--- src/lbsd_pkg.sv ---
`default_nettype none

package lbsd_pkg;

    // Default build sizes
    localparam int LED_BITS_DEF   = 8;
    localparam int NUM_DIGITS_DEF = 4;

    // Configuration port
    localparam int CFG_INDEX_W = 3;
    localparam int CFG_DATA_W  = 16;

    localparam logic [CFG_INDEX_W-1:0] CFG_STACK_STEP_TICKS = 3'd0;
    localparam logic [CFG_INDEX_W-1:0] CFG_DIGIT_TICKS      = 3'd1;
    localparam logic [CFG_INDEX_W-1:0] CFG_SCANS_PER_COUNT  = 3'd2;
    localparam logic [CFG_INDEX_W-1:0] CFG_COUNT_FROM       = 3'd3;
    localparam logic [CFG_INDEX_W-1:0] CFG_COUNT_TO         = 3'd4;

    // Register reset values
    localparam logic [15:0] STACK_STEP_TICKS_RST = 16'd200;
    localparam logic [7:0]  DIGIT_TICKS_RST      = 8'd2;
    localparam logic [7:0]  SCANS_PER_COUNT_RST  = 8'd125;
    localparam logic [13:0] COUNT_FROM_RST       = 14'd0;
    localparam logic [13:0] COUNT_TO_RST         = 14'd9;

    localparam logic [13:0] COUNT_MAX = 14'd9999;
    localparam logic [7:0]  SEG_BLANK = 8'hFF;

    typedef enum logic [2:0] {
        MODE_OFF   = 3'b001,
        MODE_STACK = 3'b010,
        MODE_COUNT = 3'b100
    } mode_t;

    function automatic logic [13:0] clamp_count(input logic [13:0] v);
        return (v > COUNT_MAX) ? COUNT_MAX : v;
    endfunction

    // Reciprocal multiplies, exact for any value up to COUNT_MAX
    function automatic logic [13:0] div10(input logic [13:0] v);
        logic [31:0] p;
        p = 32'(v) * 32'd52429;
        return 14'(p >> 19);
    endfunction

    function automatic logic [13:0] div100(input logic [13:0] v);
        logic [31:0] p;
        p = 32'(v) * 32'd5243;
        return 14'(p >> 19);
    endfunction

    function automatic logic [13:0] div1000(input logic [13:0] v);
        logic [31:0] p;
        p = 32'(v) * 32'd8389;
        return 14'(p >> 23);
    endfunction

    // Active-low font, segment a in bit 0, decimal point in bit 7
    function automatic logic [7:0] seg_font(input logic [3:0] d);
        logic [7:0] s;
        case (d)
            4'd0:    s = 8'hC0;
            4'd1:    s = 8'hF9;
            4'd2:    s = 8'hA4;
            4'd3:    s = 8'hB0;
            4'd4:    s = 8'h99;
            4'd5:    s = 8'h92;
            4'd6:    s = 8'h82;
            4'd7:    s = 8'hF8;
            4'd8:    s = 8'h80;
            4'd9:    s = 8'h90;
            default: s = SEG_BLANK;
        endcase
        return s;
    endfunction

endpackage

`default_nettype wire

--- src/led_bar_and_seven_segment_mode_driver.sv ---
`default_nettype none

// Mode driver for an LED bar and a multiplexed active-low seven-segment
// display. Each input word is one 1 ms tick carrying three event flags; off
// beats count and count beats stack, and an event for the mode already
// running is ignored. Stack mode runs a light along the bar that piles up at
// the far end, restarting from an empty bar once the bar is full. Count mode
// scans the digits (digit_enable bit 0 is the most significant digit) and
// steps the shown number from count_from toward count_to, then reloads
// count_from; equal bounds blank the display. Every tick gives exactly one
// output word: the pins as they stand during that tick. One word is taken
// per clock while out_stall does not hold the output: all timers, counters
// and the digit decode settle in one pass from the state registers into the
// output register, and a new word is taken in the same cycle the previous
// result is taken. Configuration writes via cfg_write are registered.
module led_bar_and_seven_segment_mode_driver
    import lbsd_pkg::*;
#(
    parameter int LED_BITS   = LED_BITS_DEF,
    parameter int NUM_DIGITS = NUM_DIGITS_DEF
)
(
    input  wire logic                   clk,
    input  wire logic                   rst_n,

    input  wire logic                   cfg_write,
    input  wire logic [CFG_INDEX_W-1:0] cfg_index,
    input  wire logic [CFG_DATA_W-1:0]  cfg_data,

    input  wire logic                   in_valid,
    output      logic                   in_stall,
    input  wire logic                   press_stack,
    input  wire logic                   irq_count,
    input  wire logic                   irq_off,

    output      logic                   out_valid,
    input  wire logic                   out_stall,
    output      logic [LED_BITS-1:0]    led_bar,
    output      logic [7:0]             segments,
    output      logic [NUM_DIGITS-1:0]  digit_enable
);

    localparam int POS_W  = $clog2(LED_BITS);
    localparam int RUN_W  = $clog2(LED_BITS + 1);
    localparam int SCAN_W = (NUM_DIGITS > 1) ? $clog2(NUM_DIGITS) : 1;

    // Configuration registers
    logic [15:0] stack_step_ticks_reg;
    logic [7:0]  digit_ticks_reg;
    logic [7:0]  scans_per_count_reg;
    logic [13:0] count_from_reg;
    logic [13:0] count_to_reg;

    // Mode and sequence state
    mode_t               mode_reg, mode_next;
    logic [LED_BITS-1:0] stack_fixed_reg, stack_fixed_next;
    logic [LED_BITS-1:0] stack_moving_reg, stack_moving_next;
    logic [RUN_W-1:0]    stack_run_length_reg, stack_run_length_next;
    logic [POS_W-1:0]    stack_position_reg, stack_position_next;
    logic [15:0]         step_timer_reg, step_timer_next;
    logic [13:0]         count_value_reg, count_value_next;
    logic [SCAN_W-1:0]   scan_digit_reg, scan_digit_next;
    logic [7:0]          digit_timer_reg, digit_timer_next;
    logic [7:0]          scan_counter_reg, scan_counter_next;

    // Output register
    logic                  out_valid_reg, out_valid_next;
    logic [LED_BITS-1:0]   led_bar_reg, led_bar_next;
    logic [7:0]            segments_reg, segments_next;
    logic [NUM_DIGITS-1:0] digit_enable_reg, digit_enable_next;

    // Working values: state after a possible mode entry, before the advance
    mode_t               want;
    logic                in_accept;
    logic [LED_BITS-1:0] fixed_c, moving_c;
    logic [RUN_W-1:0]    run_c, run_dec;
    logic [POS_W-1:0]    pos_c;
    logic [RUN_W:0]      pos_inc;
    logic [15:0]         stimer_c;
    logic [16:0]         stimer_inc, step_lim;
    logic [13:0]         cval_c;
    logic [SCAN_W-1:0]   sdig_c;
    logic [SCAN_W:0]     sdig_inc;
    logic [7:0]          dtimer_c, scnt_c;
    logic [8:0]          dtimer_inc, digit_lim, scnt_inc, scan_lim;
    logic [13:0]         from_cl, to_cl;

    // Digit decode
    logic [13:0]       shown, q1, q2, q3;
    logic [13:0]       d0_w, d1_w, d2_w;
    logic [SCAN_W-1:0] place;
    logic [2:0]        place3;
    logic [3:0]        digit;

    assign in_stall  = out_valid_reg && out_stall;
    assign in_accept = in_valid && !in_stall;

    assign out_valid    = out_valid_reg;
    assign led_bar      = led_bar_reg;
    assign segments     = segments_reg;
    assign digit_enable = digit_enable_reg;

    assign from_cl = clamp_count(count_from_reg);
    assign to_cl   = clamp_count(count_to_reg);

    // Configuration writes
    always_ff @(posedge clk or negedge rst_n)
    begin
        if (!rst_n)
        begin
            stack_step_ticks_reg <= STACK_STEP_TICKS_RST;
            digit_ticks_reg      <= DIGIT_TICKS_RST;
            scans_per_count_reg  <= SCANS_PER_COUNT_RST;
            count_from_reg       <= COUNT_FROM_RST;
            count_to_reg         <= COUNT_TO_RST;
        end
        else if (cfg_write)
        begin
            case (cfg_index)
                CFG_STACK_STEP_TICKS: stack_step_ticks_reg <= cfg_data;
                CFG_DIGIT_TICKS:      digit_ticks_reg      <= cfg_data[7:0];
                CFG_SCANS_PER_COUNT:  scans_per_count_reg  <= cfg_data[7:0];
                CFG_COUNT_FROM:       count_from_reg       <= cfg_data[13:0];
                CFG_COUNT_TO:         count_to_reg         <= cfg_data[13:0];
                default:              ;
            endcase
        end
    end

    // Event priority: off, then count, then stack; no flag keeps the mode
    always_comb
    begin
        want = mode_reg;
        if (irq_off)
            want = MODE_OFF;
        else if (irq_count)
            want = MODE_COUNT;
        else if (press_stack)
            want = MODE_STACK;
    end

    // Entering a new mode restarts its sequence on the same tick
    always_comb
    begin
        fixed_c  = stack_fixed_reg;
        moving_c = stack_moving_reg;
        run_c    = stack_run_length_reg;
        pos_c    = stack_position_reg;
        stimer_c = step_timer_reg;
        cval_c   = count_value_reg;
        sdig_c   = scan_digit_reg;
        dtimer_c = digit_timer_reg;
        scnt_c   = scan_counter_reg;
        if (want != mode_reg && want == MODE_STACK)
        begin
            fixed_c  = '0;
            moving_c = LED_BITS'(1);
            run_c    = RUN_W'(LED_BITS);
            pos_c    = '0;
            stimer_c = '0;
        end
        if (want != mode_reg && want == MODE_COUNT)
        begin
            cval_c   = from_cl;
            sdig_c   = '0;
            dtimer_c = '0;
            scnt_c   = '0;
        end
    end

    // Decimal digit for the scanned position. Each place is a reciprocal
    // multiply of the shown value, all in parallel, then one select.
    assign shown  = clamp_count(cval_c);
    assign q1     = div10(shown);
    assign q2     = div100(shown);
    assign q3     = div1000(shown);
    assign d0_w   = shown - ((q1 << 3) + (q1 << 1));
    assign d1_w   = q1 - ((q2 << 3) + (q2 << 1));
    assign d2_w   = q2 - ((q3 << 3) + (q3 << 1));
    assign place  = SCAN_W'(NUM_DIGITS - 1) - sdig_c;
    assign place3 = 3'(place);

    always_comb
    begin
        case (place3)
            3'd0:    digit = d0_w[3:0];
            3'd1:    digit = d1_w[3:0];
            3'd2:    digit = d2_w[3:0];
            3'd3:    digit = q3[3:0];
            default: digit = 4'd0;
        endcase
    end

    // Timer arithmetic; a zero limit register acts as one
    assign stimer_inc = {1'b0, stimer_c} + 17'd1;
    assign step_lim   = (stack_step_ticks_reg == '0) ? 17'd1 : {1'b0, stack_step_ticks_reg};
    assign pos_inc    = (RUN_W + 1)'(pos_c) + (RUN_W + 1)'(1);
    assign run_dec    = (run_c != '0) ? run_c - RUN_W'(1) : run_c;
    assign dtimer_inc = {1'b0, dtimer_c} + 9'd1;
    assign digit_lim  = (digit_ticks_reg == '0) ? 9'd1 : {1'b0, digit_ticks_reg};
    assign sdig_inc   = {1'b0, sdig_c} + (SCAN_W + 1)'(1);
    assign scnt_inc   = {1'b0, scnt_c} + 9'd1;
    assign scan_lim   = (scans_per_count_reg == '0) ? 9'd1 : {1'b0, scans_per_count_reg};

    // Display word for this tick and the advance of the active sequence
    always_comb
    begin
        mode_next             = mode_reg;
        stack_fixed_next      = stack_fixed_reg;
        stack_moving_next     = stack_moving_reg;
        stack_run_length_next = stack_run_length_reg;
        stack_position_next   = stack_position_reg;
        step_timer_next       = step_timer_reg;
        count_value_next      = count_value_reg;
        scan_digit_next       = scan_digit_reg;
        digit_timer_next      = digit_timer_reg;
        scan_counter_next     = scan_counter_reg;
        led_bar_next          = led_bar_reg;
        segments_next         = segments_reg;
        digit_enable_next     = digit_enable_reg;
        out_valid_next        = out_valid_reg && out_stall;

        if (in_accept)
        begin
            out_valid_next        = 1'b1;
            mode_next             = want;
            stack_fixed_next      = fixed_c;
            stack_moving_next     = moving_c;
            stack_run_length_next = run_c;
            stack_position_next   = pos_c;
            step_timer_next       = stimer_c;
            count_value_next      = cval_c;
            scan_digit_next       = sdig_c;
            digit_timer_next      = dtimer_c;
            scan_counter_next     = scnt_c;
            led_bar_next          = '0;
            segments_next         = SEG_BLANK;
            digit_enable_next     = '1;

            if (want == MODE_STACK)
            begin
                led_bar_next = fixed_c | moving_c;
                if (stimer_inc < step_lim)
                begin
                    step_timer_next = stimer_inc[15:0];
                end
                else
                begin
                    step_timer_next = '0;
                    if (pos_inc >= (RUN_W + 1)'(run_c))
                    begin
                        // Light reached the pile: fix it and shorten the run, or restart when used up
                        if (run_dec == '0)
                        begin
                            stack_fixed_next      = '0;
                            stack_moving_next     = LED_BITS'(1);
                            stack_run_length_next = RUN_W'(LED_BITS);
                        end
                        else
                        begin
                            stack_fixed_next      = fixed_c | moving_c;
                            stack_moving_next     = LED_BITS'(1);
                            stack_run_length_next = run_dec;
                        end
                        stack_position_next = '0;
                    end
                    else
                    begin
                        stack_position_next = pos_inc[POS_W-1:0];
                        stack_moving_next   = LED_BITS'(1) << pos_inc[POS_W-1:0];
                    end
                end
            end
            else if (want == MODE_COUNT && from_cl != to_cl)
            begin
                segments_next     = seg_font(digit);
                digit_enable_next = ~(NUM_DIGITS'(1) << sdig_c);
                if (dtimer_inc < digit_lim)
                begin
                    digit_timer_next = dtimer_inc[7:0];
                end
                else
                begin
                    digit_timer_next = '0;
                    if (sdig_inc < (SCAN_W + 1)'(NUM_DIGITS))
                    begin
                        scan_digit_next = sdig_inc[SCAN_W-1:0];
                    end
                    else
                    begin
                        scan_digit_next = '0;
                        if (scnt_inc < scan_lim)
                        begin
                            scan_counter_next = scnt_inc[7:0];
                        end
                        else
                        begin
                            // Step the count; reaching the far bound reloads
                            scan_counter_next = '0;
                            if (from_cl < to_cl)
                                count_value_next = (cval_c >= to_cl) ? from_cl
                                                                     : cval_c + 14'd1;
                            else
                                count_value_next = (cval_c <= to_cl) ? from_cl
                                                                     : cval_c - 14'd1;
                        end
                    end
                end
            end
        end
    end

    always_ff @(posedge clk or negedge rst_n)
    begin
        if (!rst_n)
        begin
            mode_reg             <= MODE_OFF;
            stack_fixed_reg      <= '0;
            stack_moving_reg     <= LED_BITS'(1);
            stack_run_length_reg <= RUN_W'(LED_BITS);
            stack_position_reg   <= '0;
            step_timer_reg       <= '0;
            count_value_reg      <= '0;
            scan_digit_reg       <= '0;
            digit_timer_reg      <= '0;
            scan_counter_reg     <= '0;
            out_valid_reg        <= 1'b0;
        end
        else
        begin
            mode_reg             <= mode_next;
            stack_fixed_reg      <= stack_fixed_next;
            stack_moving_reg     <= stack_moving_next;
            stack_run_length_reg <= stack_run_length_next;
            stack_position_reg   <= stack_position_next;
            step_timer_reg       <= step_timer_next;
            count_value_reg      <= count_value_next;
            scan_digit_reg       <= scan_digit_next;
            digit_timer_reg      <= digit_timer_next;
            scan_counter_reg     <= scan_counter_next;
            out_valid_reg        <= out_valid_next;
        end
    end

    // Output word payload: hold while stalled
    always_ff @(posedge clk)
    begin
        led_bar_reg      <= led_bar_next;
        segments_reg     <= segments_next;
        digit_enable_reg <= digit_enable_next;
    end

`ifndef SYNTHESIS
    a_stall_needs_word: assert property (@(posedge clk) disable iff (!rst_n)
        in_stall |-> out_valid)
        else $error("input stalled with no output word pending");

    a_accept_gives_word: assert property (@(posedge clk) disable iff (!rst_n)
        (in_valid && !in_stall) |=> out_valid)
        else $error("accepted word produced no output word");

    a_modes_exclusive: assert property (@(posedge clk) disable iff (!rst_n)
        (out_valid && led_bar != '0) |-> (segments == SEG_BLANK && digit_enable == '1))
        else $error("LED bar and digits lit in the same word");

    a_one_digit: assert property (@(posedge clk) disable iff (!rst_n)
        out_valid |-> $countones(~digit_enable) <= 1)
        else $error("more than one digit enabled");

    a_pos_in_run: assert property (@(posedge clk) disable iff (!rst_n)
        (RUN_W + 1)'(stack_position_reg) < (RUN_W + 1)'(stack_run_length_reg))
        else $error("stack position beyond run length");

    a_count_range: assert property (@(posedge clk) disable iff (!rst_n)
        count_value_reg <= COUNT_MAX)
        else $error("count value out of range");
`endif

endmodule

`default_nettype wire
--- config.mk ---
export PLATFORM = sky130hd
export DESIGN_NAME = led_bar_and_seven_segment_mode_driver
export DESIGN_NICKNAME = d
export VERILOG_FILES = /design/src/lbsd_pkg.sv /design/src/led_bar_and_seven_segment_mode_driver.sv
export SDC_FILE = /design/constraint.sdc
export NUM_CORES = 1
export LEC_CHECK = 0
export BUFFER_PORTS_ARGS = -buffer_cell sky130_fd_sc_hd__buf_2
export CORE_MARGIN = 4
export CORE_UTILIZATION = 55
export DETAILED_ROUTE_END_ITERATION = 8
export PLACE_DENSITY = 0.72
export SYNTH_ARGS = -nofsm -noshare
export SYNTH_HDL_FRONTEND = slang
export SYNTH_SLANG_ARGS = --single-unit
--- constraint.sdc ---
create_clock -name clk -period 16.1 [get_ports clk]
set_clock_uncertainty 0.1 [all_clocks]
set_input_delay 2.415 -clock clk [delete_from_list [all_inputs] [get_ports clk]]
set_output_delay 2.415 -clock clk [all_outputs]
set_load 0.01 [all_outputs]
==> metrics.txt <==
CP endpoint kind=flip-flop; CP arrival=11.74 ns; Vias=around 15k; Routed WL per cell=roughly 20 um; CTS Hold Bufs=0; dpl hpwl=around 42000 um; CP max FO=35; Mean Syn Cell Area=~8.9 um^2; Pre-antenna DRT Iters=5; Worst EP required=roughly 16 ns; Clock Sinks=around 150; final setup vio count=0; Yosys reg bits=between 150 and 200; EDFF count, synth=19; fraction of registers with async set or reset after synthesis=87.7%; DRC viols=0; nets=around 2.5k; Final Cycle Share=approximately 73%; Synth Area in Compound Gates=between 10 and 15%; share of layout cells above drive strength 1=~8.5%; CP dominant cell by count=inv_1; clock slew at reported path FFs=0.06 ns; Worst Tran Pin Value=between 1 and 1.5 ns; Synth cell types=approximately 110; Post-synth top flop=dfrtp_1; Layout area overhead=6.72%; max-slew violations=0; CTS H-tree depth=4; Gate Count Post-Synth=roughly 2.1k; core area=roughly 33000 um^2; post-synthesis adder-cell area fraction=around a third; critical path class=primary input to flip-flop; first-pass GRT wire length=81900 um; RSZ-0062 raised after global routing=no; Die Ht=between 150 and 200 um; final antenna-violating net count=0; grt total ovfl=0; post-CTS sizing=0; main combinational cell family by area after synthesis=adder cells; Rows=66; status=completed; gr usage total=28.4%; post-DR vias/cell=approximately 6; most common cell in the netlist=inv_1; die area=36400 um^2; Post-CTS Setup Bufs=0; Post-Syn Area=around 18000 um^2; R2R setup slack=6.11 ns; fmax=about 85 MHz; Worst Setup Start Kind=primary input; IO Pins=a little under 50; slowest CP cell=mux2i_1; I/O Buffers=47; Max Cap Viol=0; sequential share of the synthesized area=roughly 22%; setup TNS after final layout=0 ns; endpoints failing hold=0; top cells by count, synth=353 x inv_1, 300 x ha_1, 174 x nand2_1; Slew HR=19.3%; cell taking the most area after synthesis=ha_1; # diodes=0; Starting Density=56.2%; largest net degree at the start of global routing=93; CP startpoint=irq_off; final WL=approximately 51000 um; post-synthesis mux area share=3.13%; Clock Path Buffers=2; DIE WIDTH=between 150 and 200 um; initial antenna violation count=1; vias in the first global route=~15k; R2R Path Start=mode_reg[2]$_DFFE_PN0P_; top cells by area in the synthesized netlist=ha_1 20%, dfrtp_1 16%, fa_1 13%; Simple-Gate Fraction of Synth Area=14.0%; RePlAce Congestion=about 1.0; CP max stage delay=0.79 ns; initial detailed-routing violation count=approximately 1.1k; clk root buf=clkbuf_16; Synth Warn #=0; xor-xnor portion of the synthesized cell area=between 4 and 5%; later-pin clock latency in the skew report=approximately 0.43 ns; Tmin final=around 12 ns; post-synth top area share=about a fifth; CTS tree=yes; Reg2Reg Depth=33; Crit Reg-Reg Endpoint=segments[1]$_SDFFCE_PP1P_; Num CTS Buffers=17; HP Class=flip-flop to flip-flop; Setup crit end=segments[1]$_SDFFCE_PP1P_
==> cell type report <==
class	count	area, um^2
Inverter	358	1350
Multi-Input combinational cell	1492	12900
Clock inverter	10	85.1
Timing Repair Buffer	59	332
Clock buffer	21	460
Fill cell	2881	13100
Sequential cell	154	3970
Tap cell	442	553
==> how the worst min path moves through the flow <==
stage                                                from                               to  slack, ns  cells after the start
after floorplan           stack_moving_reg[0]$_DFFE_PN1P_  stack_moving_reg[0]$_DFFE_PN1P_       0.35                      2
after global placement     stack_fixed_reg[3]$_DFFE_PN0P_   stack_fixed_reg[3]$_DFFE_PN0P_       0.38                      2
after detailed placement  stack_moving_reg[0]$_DFFE_PN1P_  stack_moving_reg[0]$_DFFE_PN1P_       0.37                      2
after CTS                 stack_moving_reg[0]$_DFFE_PN1P_  stack_moving_reg[0]$_DFFE_PN1P_       0.38                      2
after global routing       stack_fixed_reg[3]$_DFFE_PN0P_   stack_fixed_reg[3]$_DFFE_PN0P_       0.41                      2
final                     stack_moving_reg[0]$_DFFE_PN1P_  stack_moving_reg[0]$_DFFE_PN1P_       0.38                      2
==> cells by family (layout without fill, tap and decap cells) <==
group,count (synthesis),count (layout)
mux,52,52
simple gates,536,536
xor+xnor,86,86
buf+inv,410,448
compound gates,393,393
other cells,2,4
flops,154,154
fa+ha+maj,421,421
==> stage by stage <==
stage / cells / util, % / instance area, um^2 / hold WS, ns / worst slack (ns)
floorplan: 2056 / - / 18400 / 0.351 / 5.67
global placement: 2505 / 58.3 / 19100 / 0.375 / 4.20
detailed placement: 2505 / 58.3 / 19100 / 0.372 / 4.02
CTS: 2536 / 59.9 / 19600 / 0.384 / 4.45
global route: 2536 / 59.9 / 19600 / 0.413 / 3.77
finish: 2536 / 59.9 / 19600 / 0.382 / 4.39
==> cell usage in the layout (no fill, tap or decap), types with 17 or more instances in the layout <==
cell type	n
ha_1	300
nand2_1	174
xor2_1	27
clkbuf_16	17
mux2_2	30
mux2i_1	20
dfrtp_1	120
a31oi_1	19
nand4_1	21
a21o_1	27
fa_1	118
buf_2	46
o21ai_0	98
nand3_1	53
xnor2_1	57
nor2_1	141
a21oi_1	68
a22o_1	31
nor3_1	25
inv_1	352
edfxtp_1	19
==> critical path: cells and delay by family <==
kind            cells  cell delay, ns
compound gates      5            1.36
xor+xnor            2            0.38
fa+ha+maj           7            2.73
buf+inv            10            1.83
mux                 2            0.94
simple gates        8            2.07
==> routing by layer <==
metal	track usage, %	part of all wire, %	vias to the layer above
li1	-	-	7092
met1	37.1	42	7386
met2	48.4	48	576
met3	4.19	6.4	109
met4	9.42	3.4	2
met5	0	0.014	-
Power is not shown: default switching activity piles up to over one toggle a cycle in this logic, so the estimate is an artifact.
